### config.mk
export PLATFORM = sky130hd
export DESIGN_NAME = skt_cell
export DESIGN_NICKNAME = d
export VERILOG_FILES = /design/src/design/skt_pkg.sv /design/src/design/skt_cell.sv
export SDC_FILE = /design/constraint.sdc
export NUM_CORES = 1
export LEC_CHECK = 0
export BUFFER_PORTS_ARGS = -buffer_cell sky130_fd_sc_hd__clkbuf_2
export CAP_MARGIN = 25
export CORE_ASPECT_RATIO = 1.4
export CORE_MARGIN = 8
export CORE_UTILIZATION = 46
export DETAILED_ROUTE_END_ITERATION = 8
export PLACE_DENSITY = 0.86
export SETUP_SLACK_MARGIN = 0.5
export SLEW_MARGIN = 40
export SYNTH_ARGS = -nofsm -noshare
export SYNTH_HDL_FRONTEND = slang
export SYNTH_SLANG_ARGS = --single-unit
### constraint.sdc
create_clock -name aclk -period 8.9 [get_ports aclk]
set_clock_uncertainty 0.05 [all_clocks]
set_input_delay 0.89 -clock aclk [delete_from_list [all_inputs] [get_ports aclk]]
set_output_delay 0.89 -clock aclk [all_outputs]
set_load 0.005 [all_outputs]
### src/design/skt_pkg.sv
package skt_pkg;

    localparam int KEY_W             = 32;
    localparam int PAY_IN_W          = 32;
    localparam int STATUS_W          = 2;
    localparam int POS_W             = 8;
    localparam int HELD_W            = 8;
    localparam int S_TDATA_W         = 64;
    localparam int M_TDATA_W         = 56;
    localparam int DEPTH_DEF         = 128;
    localparam int PAYLOAD_WIDTH_DEF = 32;

    localparam logic KIND_LOOKUP = 1'b0;
    localparam logic KIND_INSERT = 1'b1;

    localparam logic [STATUS_W-1:0] ST_OK   = 2'd0;
    localparam logic [STATUS_W-1:0] ST_MISS = 2'd1;
    localparam logic [STATUS_W-1:0] ST_FULL = 2'd2;

    typedef struct packed {
        logic cmp_en;
        logic shift_en;
    } skt_ctrl_t;

endpackage

### src/design/skt_cell.sv
module skt_cell
    import skt_pkg::*;
#(
    parameter int PAYLOAD_WIDTH = PAYLOAD_WIDTH_DEF
) (
    input  logic                     aclk,
    input  skt_ctrl_t                ctrl,
    input  logic                     occupied,
    input  logic [KEY_W-1:0]         cmp_key,
    input  logic [KEY_W-1:0]         ins_key,
    input  logic [PAYLOAD_WIDTH-1:0] ins_payload,
    input  logic                     prev_lt,
    input  logic [KEY_W-1:0]         prev_key,
    input  logic [PAYLOAD_WIDTH-1:0] prev_payload,
    output logic                     lt,
    output logic                     eq,
    output logic                     bnd,
    output logic [KEY_W-1:0]         key,
    output logic [PAYLOAD_WIDTH-1:0] payload
);

    logic                     lt_reg;
    logic                     eq_reg;
    logic [KEY_W-1:0]         key_reg;
    logic [PAYLOAD_WIDTH-1:0] payload_reg;

    always_ff @(posedge aclk) begin
        if (ctrl.cmp_en) begin
            lt_reg <= occupied && ($signed(key_reg) < $signed(cmp_key));
            eq_reg <= occupied && (key_reg == cmp_key);
        end
        if (ctrl.shift_en && !lt_reg) begin
            if (bnd) begin
                key_reg     <= ins_key;
                payload_reg <= ins_payload;
            end else begin
                key_reg     <= prev_key;
                payload_reg <= prev_payload;
            end
        end
    end

    assign bnd     = !lt_reg && prev_lt;
    assign lt      = lt_reg;
    assign eq      = eq_reg;
    assign key     = key_reg;
    assign payload = payload_reg;

endmodule

## After elaboration in Yosys (flattened, before gate mapping)

Index checks and enable logic that the tools add are counted.

| storage, ports and cells | value |
|---|---|
| flip-flop bits (word level) | 66 |
| logic and storage cells | 13 |

| cells by class | value |
|---|---|
| order comparisons | 1 |
| equality and inequality tests | 1 |
| multiplexer cells | 2 |
| reductions and logical operators | 5 |

Operators with widths:

| operator | number |
|---|---|
| $mux W32 | 2 |
| $eq A32 B32 Y1 | 1 |
| $lt A32 B32 Y1 | 1 |
| $logic_and A1 B1 Y1 | 4 |
| $logic_not A1 Y1 | 1 |

## Longest topological paths before layout

Gate-level depths: netlist (run 1).

| logic depth | value |
|---|---|
| depth in word-level cells | 3 |
| depth in mapped cells | 8 |
| mapped depth without buffers | 8 |

## Least setup slack after synthesis (run 1)

OpenSTA, ideal clock, no wires.

| path | value |
|---|---|
| path type | input to register |
| start point | in ctrl[0] (netlist bit) |
| end point | reg key_reg[0], in the netlist key[0] (enable) |
| arrival time | 3.704 ns |
| data required time | 8.357 ns |
| slack | 4.653 ns |
| stages | 1 |
| buffers on the path | 0 |
| path through | nor2b_1 |

| on the way | value |
|---|---|
| cells in the longest elaborated chain, start to end | 1 |

RTL lines:

| item | line | text |
|---|---|---|
| from (decl) | skt_cell.sv:7 | `input skt_ctrl_t ctrl,` |
| $logic_and A1 B1 Y1 | skt_cell.sv:32 | `if (ctrl.shift_en && !lt_reg) begin` |
| to (signal assigned) | skt_cell.sv:34 | `key_reg <= ins_key;` |
| to (signal assigned) | skt_cell.sv:37 | `key_reg <= prev_key;` |
| to (decl) | skt_cell.sv:24 | `logic [KEY_W-1:0] key_reg;` |

No other way between the ends.
A chain may end at the register's enable or synchronous reset.

## Worst setup path after layout (run 1)

| path | value |
|---|---|
| start point | in prev_lt |
| end point | out bnd |

| on the way | value |
|---|---|
| cells in the longest elaborated chain, start to end | 1 |

RTL lines:

| item | line | text |
|---|---|---|
| from (decl) | skt_cell.sv:12 | `input logic prev_lt,` |
| $logic_and A1 B1 Y1 | skt_cell.sv:43 | `assign bnd = !lt_reg && prev_lt;` |
| to (decl) | skt_cell.sv:17 | `output logic bnd,` |

No other way between the ends.

==> impl_metrics.csv, run 1 <==
group,metric,value,unit
synthesis,ys_seq_elements,66,
synthesis,yosysWarnings,0,
worst_hold_path,min_path_cells,1,
clock_tree,tritoncts,"yes",
floorplan,floorplan.die.height,121,um
pwr,leakagePower,2.47,nW
critical_path,crit_buf_inv,3,
pwr,vdd_drop_max,0.107,mV
clock_tree,cts_max_path_buffers,2,
layout,multi_input_area,1470,um^2
clock_tree,path_clk_slew,0.07,ns
route,wl,10400,um
floorplan,core_area,7650,um^2
sta,fin_setup_tns,0,ns
route,drtAntennaViolNets,0,
place,portBuffers,231,
synthesis,synth_cell_type_count,25,
sta,tightest_slew,0.801,ns
critical_path,cp_cell_sequence,"clkbuf_2, nor2b_4, buf_4, clkbuf_2",
layout,insertedDiodeCount,0,
critical_path,ff2ff_setup_slack,6.86,ns
synthesis,synthFlopType,"edfxtp_1",
place,dp_cells,583,
layout,seqCellArea,1980,um^2
sta,setup_viol,0,
layout,final_nets,691,
sta,drv_slew,0,
layout,stdcell_count,598,
route,vias_per_cell,4.89,
grt,grt_max_degree,66,
critical_path,crit_family,"buffers and inverters",
sta,max_freq,342,MHz
layout,area_growth_syn_to_layout,40.4,%
critical_path,max_stage_delay,0.61,ns
critical_path,reg2reg_depth,6,
route,drt-initial-drc-count,77,
clock_tree,cts_resized,0,
floorplan,start_util,47.0,%
flow_run,cap_violations,0,
floorplan,dieArea,11000,um^2
layout,finalInstanceArea,5050,um^2
critical_path,cpMostUsedCell,"clkbuf_2",
route,wl_per_cell,17.3,um
synthesis,yosysMostFrequentCell,"edfxtp_1",
grt,grt_first_pass_wirelength,15900,um
clock_tree,clock-sinks,66,
synthesis,yosysTopAreaCellShare,55.1,%
grt,gr-total-overflow,0,
pwr,powerDensity,151,nW/um^2
clock_tree,cts-htree-levels,3,
sta,hold_viol,0,
sta,max_slew_margin,46.6,%
critical_path,worstPathArrival,1.98,ns
clock_tree,clkLatencyLatePin,0.33,ns
route,first_pass_iters,4,
place,dp_hpwl,8670,um
critical_path,crit_type,"in2out",
synthesis,yosys.area.top_type,"edfxtp_1",
sta,min_period,2.92,ns
critical_path,path_max_fanout,65,
grt,track_usage,18.7,%
synthesis,synthArstFlopShare,0,%
critical_path,cp-start-kind,"input port",
synthesis,synth_edf_count,66,
critical_path,worstPathRequired,7.96,ns
worst_hold_path,hp-class,"in2reg",
place,gp_congestion,0.812,
worst_hold_path,min-delay-start,"ctrl[1]",
sta,rsz0062_at_grt,"no",
worst_hold_path,whs_endpoint,"lt",
critical_path,timing.rr.start,"key[31]",
critical_path,cp_slowest_cell,"buf_4",
synthesis,synth_area_leaders,"edfxtp_1 55%, mux2_2 13%, ha_1 11%, mux2_1 6.6%, inv_1 3.5%",
clock_tree,cts_setup_buffers,0,
synthesis,syn-mean-instance-area,14.0,um^2
sta,fin_crit_sh,32.8,%
route,vias,2922,
clock_tree,hold_buffers,0,
critical_path,r2r_end,"lt",
sta,whs,0.738,ns
clock_tree,cts_buffers,9,
synthesis,syn_inst,257,
route,drc_errors,0,
synthesis,synth_fp_nets,454,
grt,grt_pass1_vias,3362,
place,placed_area,4880,um^2
floorplan,rows,38,
clock_tree,cts-root-buf,"clkbuf_8",
floorplan,fp.dieW,90.8,um
grt,grt_antenna_before_repair,0,
layout,drive_gt1_share,59.0,%
synthesis,synth_top_cells_by_count,"66 x edfxtp_1, 43 x mux2_2, 34 x inv_1",
floorplan,io_pins,232,
synthesis,synthesis.area,3600,um^2
synthesis,ys_seq_area_share,55.1,%
critical_path,end_kind,"output pin",
outcome,status,"finished clean",
layout,n_fill_cell,585,
==> where the power goes <==
part / total [mW] / switching [mW] / internal, mW
registers: 0.381 / 0.00910 / 0.371
logic: 0.148 / 0.0682 / 0.0802
clock network: 0.232 / 0.108 / 0.125
total: 0.761 / 0.185 / 0.576
==> cells by family after synthesis <==
| group | count (synthesis) | share of synthesized area [%] |
|---|---|---|
| flip-flops | 66 | 55.1 |
| multiplexers | 65 | 20.3 |
| buffers and inverters | 41 | 4.52 |
| adder cells (fa/ha/maj) | 32 | 11.1 |
| AO/OA/AOI/OAI | 27 | 4.94 |
| AND/OR/NAND/NOR | 26 | 4.07 |
==> through the flow <==
step | util, % | total power, mW | setup WS [ns]
after floorplan | - | 0.462 | 4.65
after global placement | 63.7 | 0.531 | 6.02
after detailed placement | 63.7 | 0.538 | 5.98
after CTS | 66.0 | 0.771 | 5.98
after global routing | 66.0 | 0.799 | 5.91
final | 66.0 | 0.761 | 5.98
==> worst reg2reg max path, cell delays in order (launching register included) <==
cell and delay [ns]:
edfxtp_1 0.41, ha_1 0.34, nand4_1 0.13, nor4_1 0.49, nor2_1 0.12, a21oi_2 0.15
mux2i_1 0.19
==> metal layers <==
metal | up-vias | part of all wire [%] | routed length, um | GRT usage (%)
li1 | 1429 | - | - | -
met1 | 1355 | 33 | 3440 | 16.6
met2 | 123 | 56 | 5810 | 35.7
met3 | 15 | 8.4 | 872 | 7.57
met4 | 0 | 2.3 | 233 | 8.46
met5 | - | 0 | 0 | 0
==> worst max path at each step <==
| stage | end | slack, ns | start | cells after the start |
|---|---|---|---|---|
| finish | bnd | 5.98 | prev_lt | 4 |
| global route | bnd | 5.91 | prev_lt | 4 |
| CTS | bnd | 5.98 | prev_lt | 4 |
| detailed placement | bnd | 5.98 | prev_lt | 4 |
| global placement | bnd | 6.02 | prev_lt | 4 |
| floorplan | key[0] | 4.65 | ctrl[0] | 1 |
==> final cells by class <==
type	instances	area share, %
Tap cell	100	2.48
Timing Repair Buffer	233	23.2
Clock inverter	5	0.916
Sequential cell	66	39.2
Inverter	34	2.53
Multi-Input combinational cell	150	29.1
Clock buffer	10	2.53
==> cell usage in the layout (no fill, tap or decap) <==
| master | count |
|---|---|
| clkbuf_2 | 231 |
| edfxtp_1 | 66 |
| mux2_2 | 43 |
| inv_1 | 34 |
| ha_1 | 32 |
| mux2_1 | 21 |
| a21oi_1 | 14 |
| clkbuf_8 | 9 |
| nand2_1 | 8 |
| nand4_1 | 5 |
| o21ai_0 | 5 |
| nand3_1 | 3 |
| clkinv_1 | 3 |
| nor2b_4 | 2 |
| o21a_1 | 2 |
| a21o_1 | 2 |
| nor2_1 | 2 |
| a21oi_2 | 2 |
| nand3b_1 | 1 |
| nand2b_1 | 1 |
| nand4_2 | 1 |
| nor4_2 | 1 |
| a22oi_1 | 1 |
| a2111oi_4 | 1 |
| nor4_1 | 1 |
| mux2i_1 | 1 |
| nor3_1 | 1 |
| clkbuf_1 | 1 |
| bufinv_16 | 1 |
| clkinv_2 | 1 |
| buf_6 | 1 |
| buf_4 | 1 |
Note: power is estimated with default switching activity, not from simulation.
==> inputs of run 2 (changes only) <==
Settings changed: ABC_AREA from default to 1, CORE_UTILIZATION 46 to 39, PLACE_DENSITY 0.86 to 0.77.
Clock period 8.9 ns to 2.4 ns, I/O delays scaled along.
==> run 2 against run 1 <==
  * First-iteration DRC count up 22%
  * Flip-flop and latch count unchanged
  * Total power rose to 4.6 times the previous value
  * Synthesized cell count up 64%
  * Worst setup slack worse by 5.4 ns
  * Sequential power rose to 3.8 times the previous value
  * Wire length up 8.7%
  * Synthesized area up 2.9%
  * Via count up 22%
==> impl_metrics.csv, run 2 <==
group,metric,value,unit
clock_tree,cts_buffers,9,
synthesis,syn_inst,421,
synthesis,yosysTopAreaCellShare,53.5,%
layout,drive_gt1_share,41.4,%
grt,grt_first_pass_wirelength,18300,um
clock_tree,clkLatencyLatePin,0.33,ns
sta,fin_crit_sh,75.9,%
route,drtAntennaViolNets,0,
synthesis,synth_fp_nets,618,
clock_tree,clock-sinks,66,
synthesis,synth_edf_count,66,
worst_hold_path,hp-class,"in2reg",
place,place_worst_setup_slack,0.619,ns
pwr,leakagePower,2.96,nW
sta,whs,0.0968,ns
place,gp_congestion,0.797,
place,dp_hpwl,9030,um
critical_path,end_kind,"flip-flop",
route,wl_per_cell,14.7,um
grt,track_usage,17.5,%
pwr,power.total,3.47,mW
floorplan,core_area,9350,um^2
grt,grt_pass1_vias,4014,
synthesis,synth_top_cells_by_count,"224 x nand2_1, 66 x edfxtp_1, 40 x inv_1",
sta,setup_viol,0,
pwr,p_int,2.58,mW
layout,final_nets,849,
synthesis,synth_cell_type_count,24,
synthesis,synthesis.area,3700,um^2
flow_run,cap_violations,0,
place,dp_cells,751,
floorplan,start_util,39.6,%
critical_path,crit_type,"reg2reg",
sta,drv_slew,0,
critical_path,cp_slowest_cell,"edfxtp_1",
pwr,seqPwrFrac,41.2,%
place,placed_area,4970,um^2
grt,grt_max_degree,66,
layout,stdcell_count,767,
layout,final_core_util,57.0,%
layout,layout_common_cells,"231 x clkbuf_2, 222 x nand2_1, 66 x edfxtp_1, 40 x inv_1, 31 x ha_1",
sta,hold_viol,0,
sta,max_freq,549,MHz
clock_tree,cts_max_path_buffers,2,
pwr,swShare,25.5,%
clock_tree,hold_buffers,0,
floorplan,io_pins,232,
layout,layout_commonest_cell,"clkbuf_2",
grt,grt_antenna_before_repair,0,
layout,finalInstanceArea,5330,um^2
layout,insertedDiodeCount,0,
grt,gr-total-overflow,0,
route,vias,3552,
outcome,status,"finished clean",
synthesis,synth_area_leaders,"edfxtp_1 54%, nand2_1 23%, ha_1 11%, inv_1 4.1%, a21oi_1 1.9%",
synthesis,ys_seq_area_share,53.5,%
floorplan,fp.dieW,98.4,um
critical_path,cp_cell_sequence,"ha_1, a21oi_1, o21ai_0, nand2_1, nand2_1, a21oi_2, nand3_2, nand2_1, nor2_1",
critical_path,worstPathRequired,2.43,ns
route,drc_errors,0,
critical_path,path_max_fanout,2,
sta,rsz0062_at_grt,"yes",
clock_tree,tritoncts,"yes",
synthesis,yosys.area.top_type,"edfxtp_1",
synthesis,synthFlopType,"edfxtp_1",
floorplan,floorplan.die.height,131,um
clock_tree,cts-root-buf,"clkbuf_16",
pwr,power_frac_clock,41.1,%
synthesis,yosysMostFrequentCell,"nand2_1",
critical_path,max_stage_delay,0.42,ns
floorplan,rows,42,
synthesis,yosysWarnings,0,
route,vias_per_cell,4.63,
pwr,switching_power,885,uW
critical_path,worstPathArrival,1.85,ns
critical_path,cpMostUsedCell,"nand2_1",
clock_tree,cts-htree-levels,3,
pwr,vdd_drop_max,0.409,mV
route,drt-initial-drc-count,94,
clock_tree,cts_setup_buffers,0,
route,first_pass_iters,5,
synthesis,syn-mean-instance-area,8.80,um^2
sta,min_period,1.82,ns
floorplan,dieArea,12900,um^2
sta,fin_ws,0.578,ns
synthesis,synthArstFlopShare,0,%
layout,area_growth_syn_to_layout,44.0,%
sta,tightest_slew,0.612,ns
pwr,pwr-share-comb,17.7,%
pwr,powerDensity,650,nW/um^2
sta,fin_setup_tns,0,ns
place,portBuffers,231,
synthesis,ys_seq_elements,66,
critical_path,cp-start-kind,"flip-flop",
route,wl,11300,um
sta,max_slew_margin,59.2,%
clock_tree,path_clk_slew,0.06,ns
## run 2: changes by cell type in the layout (fill, tap and decap cells not counted), moves of 6 or more
cell	change
nand2_1	+214
mux2_2	-43
mux2_1	-21
clkbuf_16	+9
clkbuf_8	-9
inv_1	+6
nand2_2	+6
## run 2: final timing paths
kind	from	endpoint	slack, ns	depth (start not counted)
max	key[27]	lt	0.58	9
max reg2reg	key[27]	lt	0.58	9
min reg2reg	lt	key[15]	0.86	2
min	ctrl[1]	eq	0.1	1
## run 2: cell type report
type | count | area, um^2
repair buffers | 233 | 1200
clock inverters | 7 | 100
inverters | 44 | 168
multi-input cells | 298 | 1530
fillers | 855 | 4020
well taps | 110 | 138
clock buffers | 9 | 225
flip-flops and latches | 66 | 1980
## run 2: worst max-delay path: cells and delay by family, from the launching register on
| kind | cells | cell delay (ns) |
|---|---|---|
| adder cells (fa/ha/maj) | 1 | 0.33 |
| AND/OR/NAND/NOR | 5 | 0.30 |
| AO/OA/AOI/OAI | 3 | 0.47 |
| flip-flops | 1 | 0.42 |
## run 2: power by group through the flow
stage	combinational [mW]	sequential, mW	clock [mW]
after global routing	0.702	1.44	1.50
after global placement	0.584	1.45	0
after CTS	0.614	1.43	1.45
after detailed placement	0.606	1.45	0
final	0.614	1.43	1.43
after floorplan	0.295	1.46	0
## run 2: metal layers
metal | track usage (%) | vias up | share of wire [%]
met5 | 0 | - | 0
met4 | 7.97 | 0 | 2.8
met3 | 6.45 | 26 | 8.3
met2 | 32.7 | 164 | 54
met1 | 16.3 | 1560 | 35
li1 | - | 1802 | -
## run 2: repair_timing
| item | 4_1_cts | 5_1_grt |
|---|---|---|
| resized for setup | 2 | 7 |
| pin swaps | 0 | 6 |
| endpoints found under the setup margin | 1 | 2 |
## run 2: logic make-up after synthesis
logic type,count (synthesis),synth area share [%]
flip-flops,66,53.5
buffers and inverters,57,6.42
AO/OA/AOI/OAI,20,3.04
adder cells (fa/ha/maj),32,10.8
AND/OR/NAND/NOR,246,26.2
==> inputs of run 3 (changes only) <==
Settings changed: ABC_AREA 1 to 0, PLACE_DENSITY 0.77 to 0.78.
Clock period 2.4 ns to 1.5 ns, I/O delays scaled along.
==> run 3 against run 2 <==
  * The flow now finishes with violations (setup timing)
  * Wire length grew 20%
  * Largest power group unchanged
  * Critical endpoint unchanged
  * Total power rose by 69%
  * Clock-buffer cell count up 2
  * Design area grew 25%
  * Sequential power grew 59%
  * Final cell count fell by 13%
==> impl_metrics.csv, run 3 (synthesized netlist as in run 1, its figures left out) <==
group,metric,value,unit
route,first_pass_iters,6,
sta,fin_ws,-0.374,ns
floorplan,core_area,8980,um^2
route,wl,13600,um
clock_tree,cts_buffers,9,
worst_hold_path,hp-class,"in2reg",
sta,hold_viol,0,
critical_path,cp_slowest_cell,"edfxtp_1",
critical_path,crit_type,"reg2reg",
critical_path,reg2reg_depth,6,
critical_path,end_kind,"flip-flop",
grt,track_usage,20.6,%
layout,n_fill_cell,602,
layout,layout_common_cells,"168 x clkbuf_2, 66 x edfxtp_1, 64 x mux2_4, 51 x buf_2",
layout,area_growth_syn_to_layout,85.4,%
critical_path,crit_end,"lt",
critical_path,cp-start-kind,"flip-flop",
critical_path,max_stage_delay,0.43,ns
critical_path,worstPathRequired,1.52,ns
clock_tree,cts-root-buf,"clkbuf_16",
sta,min_period,1.87,ns
outcome,status,"finished, violations left",
floorplan,dieArea,12600,um^2
place,place_worst_setup_slack,-0.400,ns
clock_tree,clkLatencyLatePin,0.33,ns
floorplan,start_util,40.1,%
route,vias,3283,
grt,gr-total-overflow,0,
floorplan,io_pins,232,
critical_path,crit_buf_inv,0,
critical_path,crit_start,"key[14]",
place,dp_hpwl,9550,um
grt,grt_first_pass_wirelength,19800,um
clock_tree,path_clk_slew,0.05,ns
sta,rsz0062_at_grt,"yes",
critical_path,crit_family,"simple AND/OR/NAND/NOR gates",
layout,layout_commonest_cell,"clkbuf_2",
floorplan,rows,41,
critical_path,path_max_fanout,3,
place,portBuffers,231,
critical_path,crit_cells,6,
layout,insertedDiodeCount,0,
outcome,violations,"setup timing",
route,vias_per_cell,4.92,
critical_path,worstPathArrival,1.89,ns
route,drc_errors,0,
grt,grt_max_degree,13,
pwr,leakagePower,3.29,nW
floorplan,floorplan.die.height,130,um
layout,drive_gt1_share,69.3,%
flow_run,cap_violations,0,
critical_path,timing.rr.start,"key[14]",
layout,final_nets,752,
sta,tightest_slew,0.256,ns
route,wl_per_cell,20.3,um
floorplan,fp.dieW,97.2,um
route,drt-initial-drc-count,112,
pwr,vdd_drop_max,0.686,mV
sta,fin_crit_sh,125,%
sta,max_slew_margin,82.8,%
clock_tree,tritoncts,"yes",
critical_path,cp_cell_sequence,"ha_4, nand4_4, nor4_4, a22oi_2, a21oi_2, mux2i_1",
route,drtAntennaViolNets,0,
grt,grt_pass1_vias,3797,
sta,max_freq,534,MHz
place,gp_congestion,0.826,
pwr,powerDensity,876,nW/um^2
sta,setup_viol,131,
critical_path,ff2ff_setup_slack,-0.37,ns
clock_tree,cts-htree-levels,3,
critical_path,r2r_end,"lt",
clock_tree,clock-sinks,66,
clock_tree,cts_max_path_buffers,2,
grt,grt_antenna_before_repair,0,
sta,drv_slew,0,
layout,final_core_util,74.3,%
pwr,power.total,5.85,mW
-- run 3: changes by cell type in the layout (fill, tap and decap cells not counted), moves of 9 or more --
| cell | delta |
|---|---|
| clkbuf_2 | -63 |
| buf_2 | +51 |
| nand2_1 | -215 |
| buf_6 | +34 |
| mux2_4 | +64 |
| buf_4 | +9 |
| buf_16 | +15 |
-- run 3: worst min-delay path by stage --
stage          slack [ns]              from  depth (start not counted)     endpoint
2_1_floorplan        0.21           ctrl[1]                          0           eq
3_3_place_gp         0.34           ctrl[1]                          1           eq
3_5_place_dp         0.34           ctrl[1]                          1           eq
4_1_cts              0.06  prev_payload[14]                          2  payload[14]
5_1_grt              0.06   ins_payload[28]                          2  payload[28]
6_report             0.07        ins_key[2]                          2       key[2]
-- run 3: timing repair --
| action | CTS | global route |
|---|---|---|
| gates resized for setup | 61 | 84 |
| setup endpoints to repair | 197 | 197 |
| setup buffers | 20 | 5 |
| hold buffers | 1 | 0 |
| gates cloned | 14 | 2 |
| hold endpoints to repair | 2 | 0 |
| pin swaps | 4 | 3 |
-- run 3: where the power goes --
group | internal [mW] | switching, mW | leakage [nW]
clock | 1.26 | 0.717 | 0.134
sequential | 2.21 | 0.0635 | 0.628
combinational | 1.01 | 0.592 | 2.53
total | 4.48 | 1.37 | 3.29
-- run 3: layer usage --
metal / global-route usage (%) / vias up / share of wire [%]
met3: 5.96 / 38 / 6.7
met4: 11.6 / 0 / 4.0
met5: 0 / - / 0
li1: - / 1554 / -
met1: 17.8 / 1527 / 31
met2: 41.2 / 164 / 58
-- run 3: cell type report --
class                           count  area, um^2  area share [%]
Inverter                           34         128            1.91
Timing Repair Buffer              294        2280            34.2
Clock inverter                      5        45.0           0.675
Clock buffer                       11         233            3.49
Tap cell                          107         134            2.01
Sequential cell                    66        1980            29.7
Multi-Input combinational cell    150        1870            28.1
-- run 3: per-stage QoR --
step           instance area (um^2)  hold WS, ns  setup TNS [ns]  std cells
3_5_place_dp                   5340        0.337           -5.70        609
6_report                       6670       0.0708          -16.67        667
5_1_grt                        6670       0.0641          -23.17        667
3_3_place_gp                   5340        0.338           -4.69        609
2_1_floorplan                  3920        0.212          -29.28        257
4_1_cts                        6430       0.0569          -15.34        660
